$ cat config.mk
export PLATFORM = sky130hd
export DESIGN_NAME = json_token_scanner
export DESIGN_NICKNAME = d
export VERILOG_FILES = /design/src/jts_pkg.sv /design/src/jts_front.sv /design/src/jts_fifo.sv /design/src/jts_back.sv /design/src/json_token_scanner.sv
export VERILOG_INCLUDE_DIRS = /design/src /design/src/src
export SDC_FILE = /design/constraint.sdc
export NUM_CORES = 1
export LEC_CHECK = 0
export ABC_AREA = 1
export BUFFER_PORTS_ARGS = -buffer_cell sky130_fd_sc_hd__buf_2
export CORE_UTILIZATION = 32
export CTS_CLUSTER_SIZE = 8
export DETAILED_ROUTE_END_ITERATION = 7
export GPL_TIMING_DRIVEN = 0
export PLACE_DENSITY = 0.58
export SETUP_SLACK_MARGIN = 0.1
export SLEW_MARGIN = 20
export SYNTH_ARGS = -nofsm -noshare
export SYNTH_HDL_FRONTEND = slang
export SYNTH_SLANG_ARGS = --single-unit
$ cat constraint.sdc
create_clock -name clk_i -period 10.74 [get_ports clk_i]
set_clock_uncertainty 0.05 [all_clocks]
set_input_delay 1.074 -clock clk_i [delete_from_list [all_inputs] [get_ports clk_i]]
set_output_delay 1.074 -clock clk_i [all_outputs]
set_load 0.01 [all_outputs]
$ cat src/assert_macros.svh
// Assertion macros shared by the token scanner RTL.
`ifndef ASSERT_MACROS_SVH
`define ASSERT_MACROS_SVH
`ifndef SYNTHESIS
`define ASSERT_PROP(label, clk, rst_n, prop) \
  label: assert property (@(posedge clk) disable iff (!rst_n) (prop)) \
    else $error("%m: property failed");
`define ASSERT_NEVER(label, clk, rst_n, cond) \
  label: assert property (@(posedge clk) disable iff (!rst_n) !(cond)) \
    else $error("%m: forbidden condition seen");
`else
`define ASSERT_PROP(label, clk, rst_n, prop)
`define ASSERT_NEVER(label, clk, rst_n, cond)
`endif
`endif

$ cat src/jts_pkg.sv
// Types and constants of the JSON token scanner.
`timescale 1ns / 1ps
package jts_pkg;

  localparam int unsigned ValueW = 31;
  localparam int unsigned ByteW  = 8;
  localparam logic [ValueW-1:0] ValueMax = {ValueW{1'b1}};

  localparam logic [ByteW-1:0] CharZero      = 8'h30;
  localparam logic [ByteW-1:0] CharNine      = 8'h39;
  localparam logic [ByteW-1:0] CharQuote     = 8'h22;
  localparam logic [ByteW-1:0] CharBackslash = 8'h5c;
  localparam logic [ByteW-1:0] CharLowerT    = 8'h74;
  localparam logic [ByteW-1:0] CharLowerN    = 8'h6e;
  localparam logic [ByteW-1:0] CharLowerR    = 8'h72;
  localparam logic [ByteW-1:0] CharOpenObj   = 8'h7b;
  localparam logic [ByteW-1:0] CharCloseObj  = 8'h7d;
  localparam logic [ByteW-1:0] CharOpenArr   = 8'h5b;
  localparam logic [ByteW-1:0] CharCloseArr  = 8'h5d;
  localparam logic [ByteW-1:0] CodeTab       = 8'h09;
  localparam logic [ByteW-1:0] CodeLineFeed  = 8'h0a;
  localparam logic [ByteW-1:0] CodeCarriage  = 8'h0d;

  typedef enum logic [1:0] {
    MODE_IDLE   = 2'd0,
    MODE_NUMBER = 2'd1,
    MODE_STRING = 2'd2,
    MODE_ESCAPE = 2'd3
  } mode_e;

  typedef enum logic [2:0] {
    KIND_INT       = 3'd0,
    KIND_STR_START = 3'd1,
    KIND_STR_CHAR  = 3'd2,
    KIND_STR_END   = 3'd3,
    KIND_OPEN_OBJ  = 3'd4,
    KIND_CLOSE_OBJ = 3'd5,
    KIND_OPEN_ARR  = 3'd6,
    KIND_CLOSE_ARR = 3'd7
  } kind_e;

  // Work for the back end produced by one input byte: an optional integer
  // beat followed by an optional second beat.
  typedef struct packed {
    logic              int_valid;
    logic [ValueW-1:0] num_value;
    logic              int_ovf;
    logic              sec_valid;
    kind_e             sec_kind;
    logic [ByteW-1:0]  sec_char;
  } jts_rec_t;

endpackage

$ cat src/jts_front.sv
// Front end: accepts bytes, tracks the scan mode and builds one record per byte.
`timescale 1ns / 1ps
module jts_front (
  input  logic                     clk_i,
  input  logic                     rst_ni,
  input  logic                     fire_i,
  input  logic [jts_pkg::ByteW-1:0] byte_in_i,
  output logic                     push_o,
  output jts_pkg::jts_rec_t        rec_o
);
  import jts_pkg::*;

  mode_e             mode_q, mode_d;
  logic [ValueW-1:0] acc_q, acc_d;
  logic              sat_q, sat_d;

  logic              is_digit;
  logic [3:0]        digit;
  logic [ValueW-1:0] acc_base;
  logic [ValueW+3:0] acc_next;

  function automatic logic struct_hit(input logic [ByteW-1:0] b);
    struct_hit = (b == CharQuote) || (b == CharOpenObj) || (b == CharCloseObj) ||
                 (b == CharOpenArr) || (b == CharCloseArr);
  endfunction

  function automatic kind_e struct_kind(input logic [ByteW-1:0] b);
    kind_e k;
    k = KIND_CLOSE_ARR;
    if (b == CharQuote) begin
      k = KIND_STR_START;
    end else if (b == CharOpenObj) begin
      k = KIND_OPEN_OBJ;
    end else if (b == CharCloseObj) begin
      k = KIND_CLOSE_OBJ;
    end else if (b == CharOpenArr) begin
      k = KIND_OPEN_ARR;
    end
    struct_kind = k;
  endfunction

  assign is_digit = (byte_in_i >= CharZero) && (byte_in_i <= CharNine);
  assign digit    = 4'(byte_in_i - CharZero);
  assign acc_base = (mode_q == MODE_NUMBER) ? acc_q : '0;
  assign acc_next = {1'b0, acc_base, 3'b000} + {3'b000, acc_base, 1'b0} +
                    (ValueW+4)'(digit);

  always_comb begin
    mode_d = mode_q;
    acc_d  = acc_q;
    sat_d  = sat_q;
    case (mode_q)
      MODE_NUMBER, MODE_IDLE: begin
        if (is_digit) begin
          mode_d = MODE_NUMBER;
          sat_d  = (mode_q == MODE_NUMBER) ? sat_q : 1'b0;
          if (acc_next > (ValueW+4)'(ValueMax)) begin
            acc_d = ValueMax;
            sat_d = 1'b1;
          end else begin
            acc_d = acc_next[ValueW-1:0];
          end
        end else if (byte_in_i == CharQuote) begin
          mode_d = MODE_STRING;
        end else begin
          mode_d = MODE_IDLE;
        end
      end
      MODE_STRING: begin
        if (byte_in_i == CharQuote) begin
          mode_d = MODE_IDLE;
        end else if (byte_in_i == CharBackslash) begin
          mode_d = MODE_ESCAPE;
        end
      end
      MODE_ESCAPE: begin
        mode_d = MODE_STRING;
      end
      default: begin
        mode_d = MODE_IDLE;
      end
    endcase
  end

  always_comb begin
    rec_o           = '0;
    rec_o.num_value = acc_q;
    rec_o.int_ovf   = sat_q;
    rec_o.sec_kind  = KIND_STR_CHAR;
    case (mode_q)
      MODE_NUMBER, MODE_IDLE: begin
        rec_o.int_valid = (mode_q == MODE_NUMBER) && !is_digit;
        rec_o.sec_valid = !is_digit && struct_hit(byte_in_i);
        rec_o.sec_kind  = struct_kind(byte_in_i);
      end
      MODE_STRING: begin
        if (byte_in_i == CharQuote) begin
          rec_o.sec_valid = 1'b1;
          rec_o.sec_kind  = KIND_STR_END;
        end else if (byte_in_i != CharBackslash) begin
          rec_o.sec_valid = 1'b1;
          rec_o.sec_char  = byte_in_i;
        end
      end
      MODE_ESCAPE: begin
        rec_o.sec_valid = 1'b1;
        if (byte_in_i == CharLowerT) begin
          rec_o.sec_char = CodeTab;
        end else if (byte_in_i == CharLowerN) begin
          rec_o.sec_char = CodeLineFeed;
        end else if (byte_in_i == CharLowerR) begin
          rec_o.sec_char = CodeCarriage;
        end else begin
          rec_o.sec_char = byte_in_i;
        end
      end
      default: begin
        rec_o.sec_valid = 1'b0;
      end
    endcase
    if (!rec_o.int_valid) begin
      rec_o.num_value = '0;
      rec_o.int_ovf   = 1'b0;
    end
  end

  assign push_o = fire_i && (rec_o.int_valid || rec_o.sec_valid);

  always_ff @(posedge clk_i or negedge rst_ni) begin
    if (!rst_ni) begin
      mode_q <= MODE_IDLE;
      acc_q  <= '0;
      sat_q  <= 1'b0;
    end else if (fire_i) begin
      mode_q <= mode_d;
      acc_q  <= acc_d;
      sat_q  <= sat_d;
    end
  end

endmodule

$ cat src/jts_fifo.sv
// Short register queue between the front end and the back end.
`timescale 1ns / 1ps
`include "assert_macros.svh"
module jts_fifo #(
  parameter int unsigned Width = 8,
  parameter int unsigned Depth = 4
) (
  input  logic             clk_i,
  input  logic             rst_ni,
  input  logic             push_i,
  input  logic [Width-1:0] wdata_i,
  input  logic             pop_i,
  output logic [Width-1:0] rdata_o,
  output logic             empty_o,
  output logic             full_o
);
  localparam int unsigned PtrW = (Depth > 1) ? $clog2(Depth) : 1;
  localparam int unsigned CntW = $clog2(Depth + 1);

  logic [Width-1:0] mem_q [Depth];
  logic [PtrW-1:0]  wptr_q, wptr_d, rptr_q, rptr_d;
  logic [CntW-1:0]  count_q, count_d;

  assign empty_o = (count_q == '0);
  assign full_o  = (count_q == CntW'(Depth));
  assign rdata_o = mem_q[rptr_q];

  always_comb begin
    wptr_d  = wptr_q;
    rptr_d  = rptr_q;
    count_d = count_q;
    if (push_i) begin
      wptr_d = (wptr_q == PtrW'(Depth - 1)) ? '0 : wptr_q + 1'b1;
    end
    if (pop_i) begin
      rptr_d = (rptr_q == PtrW'(Depth - 1)) ? '0 : rptr_q + 1'b1;
    end
    if (push_i && !pop_i) begin
      count_d = count_q + 1'b1;
    end else if (pop_i && !push_i) begin
      count_d = count_q - 1'b1;
    end
  end

  always_ff @(posedge clk_i or negedge rst_ni) begin
    if (!rst_ni) begin
      wptr_q  <= '0;
      rptr_q  <= '0;
      count_q <= '0;
    end else begin
      wptr_q  <= wptr_d;
      rptr_q  <= rptr_d;
      count_q <= count_d;
    end
  end

  always_ff @(posedge clk_i) begin
    if (push_i) begin
      mem_q[wptr_q] <= wdata_i;
    end
  end

  `ASSERT_NEVER(a_push_full, clk_i, rst_ni, push_i && full_o)
  `ASSERT_NEVER(a_pop_empty, clk_i, rst_ni, pop_i && empty_o)
  `ASSERT_PROP(a_count_up, clk_i, rst_ni, push_i && !pop_i |=> count_q == $past(count_q) + 1'b1)

endmodule

$ cat src/jts_back.sv
// Back end: turns queued records into result beats through an output register.
`timescale 1ns / 1ps
`include "assert_macros.svh"
module jts_back (
  input  logic                       clk_i,
  input  logic                       rst_ni,
  input  jts_pkg::jts_rec_t          head_i,
  input  logic                       head_valid_i,
  output logic                       pop_o,
  output logic                       out_valid_o,
  input  logic                       out_stall_i,
  output logic [2:0]                 token_kind_o,
  output logic [jts_pkg::ValueW-1:0] number_value_o,
  output logic                       number_overflow_o,
  output logic [jts_pkg::ByteW-1:0]  string_char_o,
  output logic                       last_of_run_o
);
  import jts_pkg::*;

  logic              valid_q, valid_d;
  logic              phase_q, phase_d;
  kind_e             kind_q, kind_d;
  logic [ValueW-1:0] value_q, value_d;
  logic              ovf_q, ovf_d;
  logic [ByteW-1:0]  char_q, char_d;
  logic              last_q, last_d;
  logic              load;

  assign load = !valid_q || !out_stall_i;

  always_comb begin
    valid_d = valid_q;
    phase_d = phase_q;
    kind_d  = kind_q;
    value_d = value_q;
    ovf_d   = ovf_q;
    char_d  = char_q;
    last_d  = last_q;
    pop_o   = 1'b0;
    if (load) begin
      valid_d = head_valid_i;
      if (head_valid_i) begin
        if (head_i.int_valid && !phase_q) begin
          kind_d  = KIND_INT;
          value_d = head_i.num_value;
          ovf_d   = head_i.int_ovf;
          char_d  = '0;
          last_d  = !head_i.sec_valid;
          phase_d = head_i.sec_valid;
          pop_o   = !head_i.sec_valid;
        end else begin
          kind_d  = head_i.sec_kind;
          value_d = '0;
          ovf_d   = 1'b0;
          char_d  = head_i.sec_char;
          last_d  = 1'b1;
          phase_d = 1'b0;
          pop_o   = 1'b1;
        end
      end
    end
  end

  always_ff @(posedge clk_i or negedge rst_ni) begin
    if (!rst_ni) begin
      valid_q <= 1'b0;
      phase_q <= 1'b0;
    end else begin
      valid_q <= valid_d;
      phase_q <= phase_d;
    end
  end

  always_ff @(posedge clk_i) begin
    kind_q  <= kind_d;
    value_q <= value_d;
    ovf_q   <= ovf_d;
    char_q  <= char_d;
    last_q  <= last_d;
  end

  assign out_valid_o       = valid_q;
  assign token_kind_o      = kind_q;
  assign number_value_o    = value_q;
  assign number_overflow_o = ovf_q;
  assign string_char_o     = char_q;
  assign last_of_run_o     = last_q;

  `ASSERT_PROP(a_phase_head, clk_i, rst_ni, phase_q |-> head_valid_i)
  `ASSERT_PROP(a_phase_beat, clk_i, rst_ni, phase_q |-> valid_q && !last_q)
  `ASSERT_PROP(a_first_is_int, clk_i, rst_ni, valid_q && !last_q |-> kind_q == KIND_INT)

endmodule

$ cat src/json_token_scanner.sv
// Top level of the streaming JSON token scanner.
`timescale 1ns / 1ps
// The scanner takes one text byte per beat and can accept a byte in every
// cycle while the queue is not full. A byte gives zero, one or two result
// beats: a digit run ends in an integer beat that is followed by the beat
// of the byte that ended it, if it has one. The front end classifies bytes
// and writes one record per byte that has results into a queue of FifoDepth
// entries; the back end drains it through a single output register at one
// result beat per cycle unless the output stalls. The sustained rate is
// one byte per cycle unless the output stalls or many structural bytes
// end numbers: the output port paces their two beats, the queue absorbs
// short bursts. A byte's record passes the queue, then the output register.
module json_token_scanner #(
  parameter int unsigned FifoDepth = 4
) (
  input  logic        clk_i,
  input  logic        rst_ni,
  input  logic        in_valid_i,
  output logic        in_stall_o,
  input  logic [7:0]  byte_in_i,
  output logic        out_valid_o,
  input  logic        out_stall_i,
  output logic [2:0]  token_kind_o,
  output logic [30:0] number_value_o,
  output logic        number_overflow_o,
  output logic [7:0]  string_char_o,
  output logic        last_of_run_o
);
  import jts_pkg::*;

  logic     fire;
  logic     push;
  logic     pop;
  logic     full;
  logic     empty;
  jts_rec_t rec_in;
  jts_rec_t rec_head;

  assign in_stall_o = full;
  assign fire       = in_valid_i && !full;

  jts_front u_front (
    .clk_i     (clk_i),
    .rst_ni    (rst_ni),
    .fire_i    (fire),
    .byte_in_i (byte_in_i),
    .push_o    (push),
    .rec_o     (rec_in)
  );

  jts_fifo #(
    .Width ($bits(jts_rec_t)),
    .Depth (FifoDepth)
  ) u_fifo (
    .clk_i   (clk_i),
    .rst_ni  (rst_ni),
    .push_i  (push),
    .wdata_i (rec_in),
    .pop_i   (pop),
    .rdata_o (rec_head),
    .empty_o (empty),
    .full_o  (full)
  );

  jts_back u_back (
    .clk_i             (clk_i),
    .rst_ni            (rst_ni),
    .head_i            (rec_head),
    .head_valid_i      (!empty),
    .pop_o             (pop),
    .out_valid_o       (out_valid_o),
    .out_stall_i       (out_stall_i),
    .token_kind_o      (token_kind_o),
    .number_value_o    (number_value_o),
    .number_overflow_o (number_overflow_o),
    .string_char_o     (string_char_o),
    .last_of_run_o     (last_of_run_o)
  );

endmodule
Word-level counts from Yosys, hierarchy flattened
Memories as Yosys holds them, arrays and structs flattened.
Index checks and enable logic that the tools add are counted.
- $add $sub $neg: 7
- reductions and logical operators: 31
- equality and inequality tests: 18
- muxes and demuxes: 36
- bitwise operators: 1
- order comparisons: 3
- operators with widths (kind ; count):
    $eq 8x7->1 const B ; 8
    $mux 31 ; 2
    $mux 8 ; 5
    $add 34x32->35 ; 1
    $add 35x4->35 ; 1
    $gt 35x31->1 const B ; 1
    $mux 32 ; 1
    $pmux 8 s2 ; 1
    $mux 2 ; 7
    $mux 1 ; 13
    $mux 3 ; 4
    $logic_not 1->1 ; 9
    $eq 2x2->1 const B ; 4
    $eq 8x6->1 const B ; 1
    $ge 8x6->1 const B ; 1
    $le 8x6->1 const B ; 1
    $logic_and 1x1->1 ; 8
    $ne 8x7->1 const B ; 1
    $logic_or 1x1->1 ; 6
    $pmux 2 s3 ; 1
    $pmux 3 s2 ; 1
    $add 2x1->2 const B ; 2
    $reduce_and 2->1 ; 2
    $reduce_and 4->1 ; 1
    other kinds (14) ; 14
- logic and storage cells: 110
- memories kept: 1
- register bits after elaboration: 87
- input port bits: 12
- bits in writable memories: 180
- output and inout bits: 46
- memories (name ; depth ; bits a word ; rd ports ; clocked after Yosys merged registers in ; wr ports ; line ; RTL):
    u_fifo.mem_q ; 4 ; 45 ; 1 ; 0 ; 1 ; jts_fifo.sv:20 ; logic [Width-1:0] mem_q [Depth];

Depth between registers and ports, before layout
Gate-level depths: netlist (run 1).
- depth after elaboration: 13
- depth in mapped cells: 24
- depth with buffers taken out: 23

Modules after synthesis
From an unflattened synthesis (run 1), not the netlist that was laid out.
- cell total of the unflattened synthesis: 1652
- area, all modules: 14706.6 µm²
- by module, submodules not included (module ; times used ; area each (µm²) ; cells each ; sequential area each (µm²)):
    jts_fifo ; 1 ; 7563.5 ; 576 ; 5580.4
    jts_front ; 1 ; 5320.1 ; 926 ; 850.8
    jts_back ; 1 ; 1809.2 ; 147 ; 1371.3
    json_token_scanner ; 1 ; 13.8 ; 3 ; 0.0

Least setup slack after synthesis (run 1)
No wires, ideal clock.
- path type: input to register
- from: in byte_in_i[3]
- to: mem u_fifo.mem_q[0][0] in the netlist's numbering (enable)
- stages: 10
- slack: 6.310 ns
- buffers on the path: 1
- arrival: 3.933 ns
- data required time: 10.242 ns
- setup time: 0.448 ns
- cell sequence: clkbuf_1 inv_1 nand3_1 nor3_2 inv_1 nand3b_1 a21oi_1 nand2_1 nand2_2 nor2_1
- word-level cells in the longest chain between the ends: 11
- elaborated cells between the ends (all ways): 24
- those cells by class: order compare: 2; eq/ne: 6; mux: 6; reduce/logical: 10
- RTL lines (item ; line ; RTL):
    start, declared ; json_token_scanner.sv:20 ; input logic [7:0] byte_in_i,
    branches (longest 7 deep; another with $ge 8x6->1) ; - ;
    $logic_or 1x1->1 (*) ; jts_front.sv:127 ; assign push_o = fire_i && (rec_o.int_valid || rec_o.sec_valid);
    $logic_and 1x1->1 (*) ; jts_front.sv:127 ;
    $mux 1 (*) ; jts_fifo.sv:58 ; if (push_i) begin
    $mux 1 (not written as such) (*) ; jts_fifo.sv:59 ; mem_q[wptr_q] <= wdata_i;
    end, declared ; jts_fifo.sv:20 ;
Every way passes the cells marked *.

Worst setup path after layout (run 1)
- from: reg u_front.mode_q[1]
- to: reg u_front.acc_q[24]
- word-level cells in the longest chain between the ends: 6
- elaborated cells between the ends (all ways): 9
- those cells by class: add/sub: 2; order compare: 1; eq/ne: 1; mux: 2; reduce/logical: 3
- RTL lines (item ; line ; RTL):
    start, declared ; jts_front.sv:13 ; mode_e mode_q, mode_d;
    start signal, assigned ; jts_front.sv:135 ; mode_q <= mode_d;
    $eq 2x1->1 ; jts_front.sv:44, jts_front.sv:52 ;
    $mux 31 ; jts_front.sv:44 ; assign acc_base = (mode_q == MODE_NUMBER) ? acc_q : '0;
    $add 34x32->35 ; jts_front.sv:45 ; assign acc_next = {1'b0, acc_base, 3'b000} + {3'b000, acc_base, 1'b0} +
    $add 35x4->35 ; jts_front.sv:45 ;
    $gt 35x31->1 ; jts_front.sv:57 ; if (acc_next > (ValueW+4)'(ValueMax)) begin
    $mux 31 ; jts_front.sv:57 ;
    end signal, assigned ; jts_front.sv:132 ; acc_q <= '0;
    end signal, assigned ; jts_front.sv:136 ; acc_q <= acc_d;
    end, declared ; jts_front.sv:14 ; logic [ValueW-1:0] acc_q, acc_d;
Several ways; a longest one is shown, not always the timed one.
A chain may end at the register's enable or synchronous reset.

==> impl_metrics.csv, run 1 <==
group,metric,value,unit
floorplanning,initial_core_util,0.3256,
routing,via_count,10386,
floorplanning,die_area,44860,µm²
cells_and_area,final_design_area_no_fill,16450,µm²
setup_path,cp.arrival,4460,ps
routing,drt-wirelength-per-cell,14.99,µm
cts,root_buffer,"sky130_fd_sc_hd__clkbuf_16",
cts,cts_tree,"done",
timing,hold_violations,0,
setup_path,timing.critical_path.fanout_max,10,
cts,cts_sinks,267,
cts,clk-insertion-delay-late,520,ps
cells_and_area,number_of_antenna_repair_diodes,0,
grt,grt_overflow_total,0,
pwr,power.ir.vdd_worst,0.1380,mV
floorplanning,die_x,211.8,µm
timing,hold_slack,437.9,ps
timing,tns,0,ps
setup_path,r2r_end,"u_front.acc_q[24]",
cts,cts.reportedPaths.clkPinSlew,50,ps
setup_path,critical_path.endpoint_type,"flip-flop",
cts,max-clock-path-buffers,3,
min_path,holdPathStages,2,
setup_path,worst-setup-path-type,"flip-flop to flip-flop",
routing,detail_route.iter0.violations,641,
timing,fin_crit_share,0.3823,
routing,detail_route.wirelength,34150,µm
setup_path,crit_required,11090,ps
timing,rsz_0062_raised_after_global_routing,"false",
pwr,leakage,0.007522,µW
grt,grt_pass1_wl,54810,µm
timing,worst_slack,6634,ps
setup_path,critical_path.endpoint,"u_front.acc_q[24]",
routing,post_drt_via_cell_ratio,4.559,
yosys,netlist_area,14090,µm²
routing,drt_pre_antenna_iters,5,
grt,grt_max_degree,44,
placement,instance_area_after_placement,15360,µm²
setup_path,reg2reg_slack,6630,ps
timing,final-setup-viol-count,0,
yosys,syn_inst,1573,
yosys,yosysWarningCount,0,
yosys,synth.distinct_cells,39,
floorplanning,core-area,43270,µm²
setup_path,startpoint,"u_front.mode_q[1]",
cts,cts_made_buffers,39,
yosys,synth.net_count,1654,
yosys,ys_seq_area_frac,0.5539,
cts,cts_hold_buf,0,
placement,gpl.final_weighted_congestion,0.8749,
cts,cts.repair.resized,0,
placement,dp_hpwl,24960,µm
setup_path,critical_path.reg2reg.startpoint,"u_front.mode_q[1]",
timing,max_freq,0.2435,GHz
timing,slew_violations,0,
timing,relSlewSlack,0.3567,
grt,total_routing_usage_gr,0.1574,
floorplanning,rows,76,
cells_and_area,fillCellCount,4264,
run,drv.max_cap_violation_count,0,
placement,buffer_ports.inserted,56,
cts,ctsHtreeMaxLevel,2,
yosys,postSynthRegisterBits,267,
routing,remaining_drc_errors,0,
floorplanning,number_of_ports_placed_on_the_die_boundary,58,
cells_and_area,fin_nets,1760,
cts,cts.repair_timing.setup_buffer_count,0,
yosys,syn_avg_cell_area,8.955,µm²
cells_and_area,areaGrowthSynthToFinish,16.76,%
placement,pre_cts_slack,6687,ps
grt,antenna_violations_before_repair,0,
timing,transition_time_of_the_tightest_slew_check_pin,965.0,ps
setup_path,timing.critical_path.from_type,"flip-flop",
min_path,timing.hold.worst.class,"flip-flop to flip-flop",
timing,post-route-min-period,4106,ps
routing,number_of_routed_nets_with_antenna_violations,0,
setup_path,timing.reg2reg.worst_path_depth,20,
status,run_status,"complete, no violations",
floorplanning,chipHeight,211.8,µm
cells_and_area,final_layout_size_suffix_gt1_frac,0.1087,
grt,vias_in_the_first_global_route,10167,
pwr,pwr_density_cell,227.4,nW/µm²
-- per-layer routing --
metal  routed length, µm  track usage
met1               15560       0.2076
met2               16450       0.2692
met3                1359      0.01765
met4                 782      0.05047
met5                   0            0
-- state kept, by name, summed over array words and instances, names as in the netlist --
register and count:
u_back.string_char_o 8, u_front.mode_q 2, u_back.last_of_run_o 1, u_back.number_overflow_o 1, u_fifo.rptr_q 2, u_back.number_value_o 31
u_back.phase_q 1, u_front.sat_q 1, u_fifo.wptr_q 2, u_back.token_kind_o 3, u_front.acc_q 31, u_fifo.count_q 3
u_fifo.mem_q 180, u_back.out_valid_o 1
-- worst max-delay path: stages (launching register included) --
cell	delay, ps
sky130_fd_sc_hd__dfrtp_1	470
sky130_fd_sc_hd__inv_2	110
sky130_fd_sc_hd__nand2_4	130
sky130_fd_sc_hd__clkbuf_1	460
sky130_fd_sc_hd__clkbuf_1	400
sky130_fd_sc_hd__nor2_1	130
sky130_fd_sc_hd__ha_1	310
sky130_fd_sc_hd__ha_1	380
sky130_fd_sc_hd__nand2_1	160
sky130_fd_sc_hd__inv_1	50
sky130_fd_sc_hd__a21oi_1	190
sky130_fd_sc_hd__nand2_1	120
sky130_fd_sc_hd__a21oi_1	190
sky130_fd_sc_hd__nand2_1	80
sky130_fd_sc_hd__nand2_1	70
sky130_fd_sc_hd__nand2_2	80
sky130_fd_sc_hd__nor2_8	180
sky130_fd_sc_hd__buf_6	210
sky130_fd_sc_hd__nand3_2	80
sky130_fd_sc_hd__nand2_1	60
sky130_fd_sc_hd__inv_1	40
-- cell families after synthesis --
kind of cell,synth area share
simple gates,0.2215
buf+inv,0.08012
flops,0.5539
compound gates,0.07133
fa+ha+maj,0.06236
xor+xnor,0.009949
mux,0.0007994
-- worst min-delay path by stage --
stage                                   from                  to
after floorplan                u_front.sat_q       u_front.sat_q
after global placement    u_back.out_valid_o  u_back.out_valid_o
after detailed placement  u_back.out_valid_o  u_back.out_valid_o
after CTS                 u_back.out_valid_o  u_back.out_valid_o
after global routing      u_back.out_valid_o  u_back.out_valid_o
final                     u_back.out_valid_o  u_back.out_valid_o
-- area by class of cell --
class,count,area [µm²],share of cell area
repair buffers,65,513.0,0.03119
well taps,585,732.0,0.04450
flip-flops and latches,267,7802,0.4744
clock buffers,52,1056,0.06421
multi-input cells,1020,5185,0.3153
clock inverters,3,30.03,0.001826
inverters,237,889.6,0.05409
plain buffers,49,239.0,0.01453
-- synthesized netlist by cell type --
master                     number  area [µm²]
sky130_fd_sc_hd__nor2_4         1       11.26
sky130_fd_sc_hd__nor3_2         1       10.01
sky130_fd_sc_hd__a21oi_2        4       35.03
sky130_fd_sc_hd__nor3_1         9       45.04
sky130_fd_sc_hd__and2_0         1       6.260
sky130_fd_sc_hd__xor2_1        14       122.6
sky130_fd_sc_hd__o21ai_1        2       10.01
sky130_fd_sc_hd__inv_2          8       30.03
sky130_fd_sc_hd__nand3_2       23       230.2
sky130_fd_sc_hd__nor2_8         2       40.04
sky130_fd_sc_hd__nand3_1       43       215.2
sky130_fd_sc_hd__o21bai_1       4       30.03
sky130_fd_sc_hd__a22oi_1        1       7.510
sky130_fd_sc_hd__nor2_1       311        1167
sky130_fd_sc_hd__o22ai_1       14       87.58
sky130_fd_sc_hd__dfrtp_1       43        1076
sky130_fd_sc_hd__mux2_2         1       11.26
sky130_fd_sc_hd__nand2_4        2       22.52
sky130_fd_sc_hd__buf_6          2       22.52
sky130_fd_sc_hd__a21oi_1       61       305.3
sky130_fd_sc_hd__buf_2          6       30.03
sky130_fd_sc_hd__clkinv_1       2       7.510
sky130_fd_sc_hd__o32ai_1        1       8.760
sky130_fd_sc_hd__ha_1          67       838.3
sky130_fd_sc_hd__inv_1        227       852.1
sky130_fd_sc_hd__buf_1          3       11.26
sky130_fd_sc_hd__edfxtp_1     224        6726
sky130_fd_sc_hd__o21ai_0      104       520.5
sky130_fd_sc_hd__nor4_1         1       6.260
sky130_fd_sc_hd__nand2_1      327        1227
sky130_fd_sc_hd__nand4_1        3       18.77
sky130_fd_sc_hd__buf_12         2       40.04
sky130_fd_sc_hd__fa_1           2       40.04
sky130_fd_sc_hd__nand2_2       13       81.33
sky130_fd_sc_hd__xnor2_1        2       17.52
sky130_fd_sc_hd__nand3b_1       1       7.510
sky130_fd_sc_hd__or2_2          1       6.260
sky130_fd_sc_hd__nor2_2         4       25.02
sky130_fd_sc_hd__clkbuf_1      36       135.1
-- per-stage QoR --
| step | util | cells | power [µW] |
|---|---|---|---|
| floorplan | - | 1573 | 2216 |
| global placement | 0.3490 | 2214 | 2617 |
| detailed placement | 0.3550 | 2223 | 2682 |
| CTS | 0.3801 | 2278 | 3782 |
| global route | 0.3801 | 2278 | 3963 |
| finish | 0.3801 | 2278 | 3740 |
-- power by group --
| group | switching, µW | internal [µW] | total, µW |
|---|---|---|---|
| registers | 57.6 | 1440 | 1500 |
| clock network | 417 | 676 | 1090 |
| logic | 794 | 353 | 1150 |
| total | 1270 | 2470 | 3740 |
-- placed cells by master, fill, tap and decap left out, drive strengths merged, types with 2 or more instances in the layout --
master and n:
xnor2 2, a21oi 65, clkinv 4, nand2 342, edfxtp 224, ha 67
xor2 14, o22ai 14, nand4 3, o21ai 106, buf 78, nor2 318
inv 236, o21bai 4, nor3 10, fa 2, clkbuf 88, nand3 66
dfrtp 43
No activity file was read; power rests on OpenSTA's default activity.
==> run 2, diff against run 1 <==
--- a/config.mk
+++ b/config.mk
@@ -6,7 +6,7 @@
 export SDC_FILE = /design/constraint.sdc
 export NUM_CORES = 1
 export LEC_CHECK = 0
-export ABC_AREA = 1
+export ABC_AREA = 0
 export BUFFER_PORTS_ARGS = -buffer_cell sky130_fd_sc_hd__buf_2
 export CORE_UTILIZATION = 32
 export CTS_CLUSTER_SIZE = 8
==> constraint.sdc (replaced) <==
create_clock -name clk_i -period 4 [get_ports clk_i]
set_clock_uncertainty 0.05 [all_clocks]
set_input_delay 0.4 -clock clk_i [delete_from_list [all_inputs] [get_ports clk_i]]
set_output_delay 0.4 -clock clk_i [all_outputs]
set_load 0.01 [all_outputs]
==> run 2 against run 1 <==
The run now ends with negative setup slack left. Area after synthesis decreased by 9.7%. Total power increased to 3.2 times the previous value. Hold slack got worse by 360 ps. Maximum frequency increased by 0.57%. Setup slack got worse by 6700 ps. Final area decreased by 4.2%. Critical path type unchanged.
==> impl_metrics.csv, run 2 <==
group,metric,value,unit
setup_path,startpoint,"u_front.mode_q[0]",
setup_path,worst-setup-path-type,"flip-flop to flip-flop",
pwr,p_sw_frac,0.3398,
grt,grt.met2_usage,0.2383,
timing,post-route-min-period,4083,ps
routing,drt-wirelength-per-cell,17.93,µm
status,run_status,"finished, violations left",
setup_path,r2r_end,"u_front.acc_q[13]",
yosys,synth.distinct_cells,59,
cells_and_area,fillCellCount,3548,
pwr,report.power.total,12080,µW
pwr,power.share.sequential,0.349,
floorplanning,core-area,38920,µm²
setup_path,critical_path.endpoint,"u_front.acc_q[13]",
pwr,netSwitchingPower,4103,µW
timing,tns,-631.9,ps
yosys,synthTopCellsByCount,"sky130_fd_sc_hd__edfxtp_1 (224), sky130_fd_sc_hd__and3_1 (69), sky130_fd_sc_hd__ha_1 (67), sky130_fd_sc_hd__nor2_1 (56), sky130_fd_sc_hd__and2_1 (48)",
placement,dp_hpwl,18670,µm
yosys,combinational_family_with_the_most_area_after_synthesis,"simple AND/OR/NAND/NOR gates",
cts,cts_sinks,267,
setup_path,timing.reg2reg.worst_path_depth,19,
cts,cts_tree,"done",
routing,number_of_routed_nets_with_antenna_violations,0,
setup_path,critical_path.endpoint_type,"flip-flop",
cts,max-clock-path-buffers,3,
timing,final-setup-viol-count,26,
setup_path,critical_path.reg2reg.startpoint,"u_front.mode_q[0]",
yosys,ys_top_cells_by_area,"sky130_fd_sc_hd__edfxtp_1 (53%), sky130_fd_sc_hd__dfrtp_1 (8.5%), sky130_fd_sc_hd__mux4_2 (8.0%)",
grt,met1_usage,0.1793,
routing,remaining_drc_errors,0,
floorplanning,number_of_ports_placed_on_the_die_boundary,58,
cells_and_area,final_cell_mix,"sky130_fd_sc_hd__edfxtp_1 (224), sky130_fd_sc_hd__and3_1 (69), sky130_fd_sc_hd__ha_1 (58), sky130_fd_sc_hd__nor2_1 (54), sky130_fd_sc_hd__buf_2 (54)",
cts,root_buffer,"sky130_fd_sc_hd__clkbuf_16",
timing,hold_violations,0,
min_path,holdPathStages,3,
routing,post_drt_via_cell_ratio,5.042,
timing,relSlewSlack,0.3753,
timing,rsz_0062_raised_after_global_routing,"true",
grt,vias_in_the_first_global_route,8138,
yosys,syn_inst,893,
yosys,yosys.area_share.xor_xnor,0.02272,
routing,detail_route.iter0.violations,438,
setup_path,reg2reg_slack,-80,ps
pwr,share_clk_of_total_power,0.244,
yosys,postSynth.topFlopCell,"sky130_fd_sc_hd__edfxtp_1",
yosys,post-synth-top-area-fraction,0.5287,
floorplanning,die_x,201.4,µm
cells_and_area,areaGrowthSynthToFinish,23.91,%
yosys,synth-edff-count,224,
grt,grt_pass1_wl,44950,µm
cells_and_area,layout_commonest_cell,"sky130_fd_sc_hd__edfxtp_1",
routing,detail_route.wirelength,28220,µm
cts,ctsHtreeMaxLevel,2,
pwr,power_report.internal_total,7973,µW
cts,cts.reportedPaths.clkPinSlew,50,ps
cts,clk-insertion-delay-late,520,ps
cells_and_area,final_design_utilization,0.4051,
grt,grt.busiest_layer,"met2",
run,drv.max_cap_violation_count,0,
pwr,power_frac_comb,0.408,
setup_path,crit_required,4320,ps
pwr,leakage,0.006048,µW
yosys,synth-compound-area-share,0.07937,
pwr,pwr_density_cell,766.0,nW/µm²
yosys,synth_largest_area_cell,"sky130_fd_sc_hd__edfxtp_1",
setup_path,timing.critical_path.from_type,"flip-flop",
cells_and_area,largest_register_ffs,180,
cells_and_area,number_of_antenna_repair_diodes,0,
timing,slew_violations,0,
grt,grt_overflow_total,0,
floorplanning,rows,72,
placement,pre_cts_slack,-627.6,ps
floorplanning,die_area,40560,µm²
min_path,min_from,"out_stall_i",
setup_path,cp.arrival,4400,ps
grt,grt_max_degree,44,
cells_and_area,multi_input_area,5101,µm²
cells_and_area,sequential_cell_area,7804,µm²
timing,transition_time_of_the_tightest_slew_check_pin,929.9,ps
yosys,ys_seq_area_frac,0.6133,
cells_and_area,top_register,"u_fifo.mem_q",
grt,total_routing_usage_gr,0.1399,
timing,worst_slack,-83.16,ps
yosys,synth_adder_area_share,0.06904,
yosys,yosysWarningCount,0,
setup_path,timing.critical_path.fanout_max,6,
status,failed_checks,"negative setup slack",
timing,max_freq,0.2449,GHz
placement,buffer_ports.inserted,55,
cells_and_area,fin_nets,1113,
yosys,multiplexer_area_fraction_after_synthesis,0.08478,
routing,drt_pre_antenna_iters,4,
routing,via_count,7936,
cells_and_area,final_layout_size_suffix_gt1_frac,0.2491,
yosys,cell_with_the_most_instances_after_synthesis,"sky130_fd_sc_hd__edfxtp_1",
yosys,synth.net_count,974,
grt,use_met3,0.02381,
timing,hold_slack,73.27,ps
pwr,power.ir.vdd_worst,0.3193,mV
cts,cts_made_buffers,39,
grt,antenna_violations_before_repair,0,
yosys,async_flop_share,0.1610,
floorplanning,initial_core_util,0.3269,
yosys,post_synth_and_or_nand_nor_area_fraction,0.1112,
min_path,timing.hold.worst.class,"input port to flip-flop",
timing,fin_crit_share,1.021,
yosys,syn_avg_cell_area,14.25,µm²
yosys,postSynthRegisterBits,267,
placement,gpl.final_weighted_congestion,0.8522,
yosys,netlist_area,12720,µm²
floorplanning,chipHeight,201.4,µm
[run 2: changes by cell type after synthesis, sizes merged, moves of 8 or more]
cell / before / now
and2: 1 / 48
xnor2: 2 / 18
a21oi: 65 / 29
nor2: 318 / 56
and3: 0 / 69
a31oi: 0 / 40
a21o: 0 / 16
nand2: 342 / 37
inv: 235 / 13
o21ai: 106 / 18
mux4: 0 / 45
nand3: 66 / 12
o22ai: 14 / 1
o21a: 0 / 8
[run 2: area by class of cell]
type	instances	share of cell area
Multi-Input combinational cell	567	0.3236
Clock inverter	4	0.001984
Timing Repair Buffer	101	0.05143
Buffer	43	0.01595
Clock buffer	61	0.06778
Inverter	13	0.003095
Tap cell	518	0.04111
Sequential cell	267	0.4950
[run 2: cell families after synthesis]
kind of cell / count (synthesis)
flip-flops: 267
AND/OR/NAND/NOR: 266
AO/OA/AOI/OAI: 147
adder cells (fa/ha/maj): 69
buffers and inverters: 60
multiplexers: 51
XOR/XNOR: 33
[run 2: worst min path at each step]
stage                         end  slack [ps]
2_1_floorplan  u_back.out_valid_o          50
5_1_grt        u_back.out_valid_o         100
3_5_place_dp    u_fifo.count_q[2]         440
4_1_cts        u_back.out_valid_o          60
6_report       u_back.out_valid_o          70
3_3_place_gp    u_fifo.count_q[2]         430
[run 2: critical path: stages (launching register included)]
cell                        delay, ps
sky130_fd_sc_hd__dfrtp_1          400
sky130_fd_sc_hd__inv_2            120
sky130_fd_sc_hd__nor2_4            80
sky130_fd_sc_hd__buf_8            130
sky130_fd_sc_hd__and2_4           160
sky130_fd_sc_hd__ha_4             270
sky130_fd_sc_hd__ha_4             140
sky130_fd_sc_hd__inv_2             40
sky130_fd_sc_hd__fa_2             410
sky130_fd_sc_hd__nor2b_4          150
sky130_fd_sc_hd__o2111ai_4        140
sky130_fd_sc_hd__a2111oi_4        440
sky130_fd_sc_hd__o311ai_4         200
sky130_fd_sc_hd__nor4_4           340
sky130_fd_sc_hd__o32ai_4          130
sky130_fd_sc_hd__a311oi_4         220
sky130_fd_sc_hd__buf_6            180
sky130_fd_sc_hd__buf_6            110
sky130_fd_sc_hd__buf_6            120
sky130_fd_sc_hd__a31oi_1           80
[run 2: what timing repair did]
item,in CTS,in global routing
pin swaps,24,18
setup endpoints to repair,32,32
setup buffers,26,10
gates resized for setup,68,25
endpoints found under the hold margin,0,43
hold buffers,0,1
cloned,5,0
[run 2: per-stage QoR]
step / std cells / area [µm²]
6_report: 1574 / 15760
5_1_grt: 1574 / 15760
4_1_cts: 1564 / 15550
3_5_place_dp: 1472 / 13850
3_3_place_gp: 1466 / 13670
2_1_floorplan: 893 / 12750
[run 2: power groups by stage]
stage	logic, µW	registers (µW)	clock network [µW]
after floorplan	2820	4300	0
after global placement	4020	4250	0
after detailed placement	4150	4250	0
after CTS	4830	4210	3000
after global routing	5420	4280	3110
final	4920	4210	2940
[run 2: routing by layer]
| layer | vias up | share of wire |
|---|---|---|
| met5 | - | 0 |
| met4 | 0 | 0.026 |
| met3 | 52 | 0.043 |
| met2 | 185 | 0.49 |
| met1 | 3936 | 0.44 |
| li1 | 3763 | - |
==> run 3, diff against run 2 <==
--- a/config.mk
+++ b/config.mk
@@ -12,7 +12,7 @@
 export CTS_CLUSTER_SIZE = 8
 export DETAILED_ROUTE_END_ITERATION = 7
 export GPL_TIMING_DRIVEN = 0
-export PLACE_DENSITY = 0.58
+export PLACE_DENSITY = 0.6
 export SETUP_SLACK_MARGIN = 0.1
 export SLEW_MARGIN = 20
 export SYNTH_ARGS = -nofsm -noshare
==> constraint.sdc (replaced) <==
create_clock -name clk_i -period 3.6 [get_ports clk_i]
set_clock_uncertainty 0.05 [all_clocks]
set_input_delay 0.36 -clock clk_i [delete_from_list [all_inputs] [get_ports clk_i]]
set_output_delay 0.36 -clock clk_i [all_outputs]
set_load 0.01 [all_outputs]
==> run 3 against run 2 <==
The flow still finishes with violations (negative setup slack). Maximum frequency is 1.2% lower. Global-route usage is 0.099 points higher. Critical path depth unchanged. Via count shrank 0.35%. Combinational power is 12% higher. Core utilization hardly changed. Sequential cell count unchanged. Final area is essentially flat. Total power increased by 11%. Setup slack worse by 450 ps. Non-clock buffer count fell by 9.
==> impl_metrics.csv, run 3 (synthesis gave the netlist of run 2 again) <==
group,metric,value,unit
cells_and_area,number_of_antenna_repair_diodes,0,
cells_and_area,areaGrowthSynthToFinish,24.01,%
placement,dp_cells,1472,
floorplanning,die_area,40560,µm²
pwr,leakage,0.006006,µW
cells_and_area,largest_register_ffs,180,
floorplanning,rows,72,
routing,detail_route.iter0.violations,414,
timing,worst_slack,-530.8,ps
setup_path,worst-setup-path-type,"flip-flop to flip-flop",
status,failed_checks,"negative setup slack",
routing,detail_route.wirelength,28400,µm
grt,total_routing_usage_gr,0.1409,
timing,post-route-min-period,4131,ps
setup_path,chain_of_cells_forming_the_critical_path,"clkbuf_8, nor2_4, buf_6, nand2_8, xnor2_4, ha_4, a31o_4, ha_4, nor2b_4, o2111ai_4, a2111oi_4, o311ai_4, o211a_1, o32ai_4, a311oi_4, buf_6, buf_12, buf_8, a31oi_1",
routing,drt_pre_antenna_iters,5,
setup_path,critical-path-max-stage-delay,410,ps
cells_and_area,layout_commonest_cell,"sky130_fd_sc_hd__edfxtp_1",
cts,root_buffer,"sky130_fd_sc_hd__clkbuf_16",
min_path,timing.hold.worst.class,"input port to flip-flop",
timing,rsz_0062_raised_after_global_routing,"true",
setup_path,slowest_stage,"sky130_fd_sc_hd__a2111oi_4",
cts,cts.reportedPaths.clkPinSlew,50,ps
cts,cts_tree,"done",
setup_path,timing.critical_path.from_type,"flip-flop",
cts,cts_made_buffers,39,
grt,antenna_violations_before_repair,0,
cts,max-clock-path-buffers,3,
floorplanning,initial_core_util,0.3269,
timing,slew_violations,0,
grt,grt_overflow_total,0,
grt,grt_max_degree,46,
routing,drt-wirelength-per-cell,18.18,µm
timing,final-setup-viol-count,32,
cells_and_area,final_layout_size_suffix_gt1_frac,0.2557,
pwr,report.power.total,13450,µW
routing,post_drt_via_cell_ratio,5.063,
routing,number_of_routed_nets_with_antenna_violations,0,
cts,ctsHtreeMaxLevel,2,
timing,transition_time_of_the_tightest_slew_check_pin,1124,ps
pwr,power.ir.vdd_worst,0.3256,mV
floorplanning,number_of_ports_placed_on_the_die_boundary,58,
timing,hold_violations,0,
timing,fin_crit_share,1.147,
setup_path,cp.arrival,4510,ps
floorplanning,die_x,201.4,µm
cells_and_area,fin_nets,1103,
routing,remaining_drc_errors,0,
timing,max_freq,0.2421,GHz
cts,clk-insertion-delay-late,520,ps
setup_path,timing.critical_path.fanout_max,6,
setup_path,critical_path.endpoint_type,"flip-flop",
cts,cts_sinks,267,
floorplanning,core-area,38920,µm²
grt,vias_in_the_first_global_route,8137,
grt,grt_pass1_wl,45130,µm
placement,pre_cts_slack,-791.3,ps
routing,via_count,7908,
setup_path,crit_required,3980,ps
cells_and_area,top_register,"u_fifo.mem_q",
cells_and_area,final_cell_mix,"sky130_fd_sc_hd__edfxtp_1 (224), sky130_fd_sc_hd__and3_1 (68), sky130_fd_sc_hd__buf_2 (55), sky130_fd_sc_hd__nor2_1 (54), sky130_fd_sc_hd__ha_1 (53)",
cells_and_area,final-instance-count-excl-fill,1562,
placement,dp_hpwl,19160,µm
floorplanning,chipHeight,201.4,µm
timing,relSlewSlack,0.2450,
pwr,pwr_density_cell,852.7,nW/µm²
status,run_status,"finished, violations left",
run,drv.max_cap_violation_count,0,
cells_and_area,fillCellCount,3561,
cells_and_area,final_design_utilization,0.4054,
placement,gpl.final_weighted_congestion,0.8213,
placement,buffer_ports.inserted,55,
-- run 3: changes by cell type in the layout (fill, tap and decap cells not counted), moves of 3 or more --
| cell | before | now |
|---|---|---|
| sky130_fd_sc_hd__ha_1 | 58 | 53 |
| sky130_fd_sc_hd__buf_4 | 32 | 22 |
| sky130_fd_sc_hd__a21oi_1 | 25 | 19 |
| sky130_fd_sc_hd__clkbuf_1 | 49 | 46 |
| sky130_fd_sc_hd__ha_4 | 6 | 9 |
| sky130_fd_sc_hd__a21oi_2 | 1 | 8 |
-- run 3: metal layers --
| metal | GRT usage | part of all wire | wire, µm | vias up |
|---|---|---|---|---|
| met4 | 0.04708 | 0.025 | 717 | 0 |
| met3 | 0.02073 | 0.039 | 1103 | 51 |
| met2 | 0.2409 | 0.49 | 14040 | 186 |
| met5 | 0 | 0 | 0 | - |
| met1 | 0.1826 | 0.44 | 12540 | 3952 |
| li1 | - | - | - | 3719 |
-- run 3: final timing paths --
check,start,end,slack [ps],cells past startpoint
worst max-delay path,u_front.mode_q[1],u_front.acc_q[11],-530,19
worst min-delay path,out_stall_i,u_back.out_valid_o,40,3
min in group asynchronous,rst_ni,u_front.acc_q[21],310,2
max in group asynchronous,rst_ni,u_fifo.rptr_q[1],2650,3
worst max register to register,u_front.mode_q[1],u_front.acc_q[11],-530,19
worst min register to register,u_fifo.count_q[2],u_fifo.count_q[2],450,1
-- run 3: per-stage QoR --
| stage | instance area (µm²) | hold slack [ps] | setup TNS [ps] |
|---|---|---|---|
| finish | 15780 | 44.75 | -13550 |
| global route | 15780 | 66.02 | -18480 |
| floorplan | 12890 | 14.41 | -909.9 |
| CTS | 15560 | 30.98 | -16050 |
| global placement | 13810 | 435.4 | -233020 |
| detailed placement | 13990 | 291.8 | -24090 |
-- run 3: final cells by class --
type                    count  area (µm²)  area share
plain buffers              45       289.0     0.01832
clock buffers              60        1086     0.06884
clock inverters             3       28.78    0.001824
inverters                  13       48.80    0.003093
multi-input cells         566        5171      0.3278
flip-flops and latches    267        7802      0.4946
well taps                 518       648.1     0.04108
repair buffers             90       701.9     0.04449
-- run 3: timing repair --
| item | in CTS | in global routing |
|---|---|---|
| resized for setup | 43 | 35 |
| gates cloned | 1 | 0 |
| endpoints found under the setup margin | 32 | 32 |
| hold buffers | 1 | 0 |
| pin swaps | 11 | 23 |
| endpoints found under the hold margin | 17 | 0 |
| setup buffers | 23 | 5 |
-- run 3: power breakdown --
part           leakage [µW]  internal (µW)  total (µW)  switching [µW]
Combinational       0.00286           2470        5490            3020
Sequential          0.00261           4370        4650             287
Clock              0.000536           2050        3310            1250
-- run 3: worst max-delay path, delay by kind of cell, from the launching register on --
kind / cells / cell delay, ps
XOR/XNOR: 1 / 170
flip-flops: 1 / 360
buffers and inverters: 5 / 710
AO/OA/AOI/OAI: 8 / 1860
adder cells (fa/ha/maj): 2 / 470
AND/OR/NAND/NOR: 3 / 400
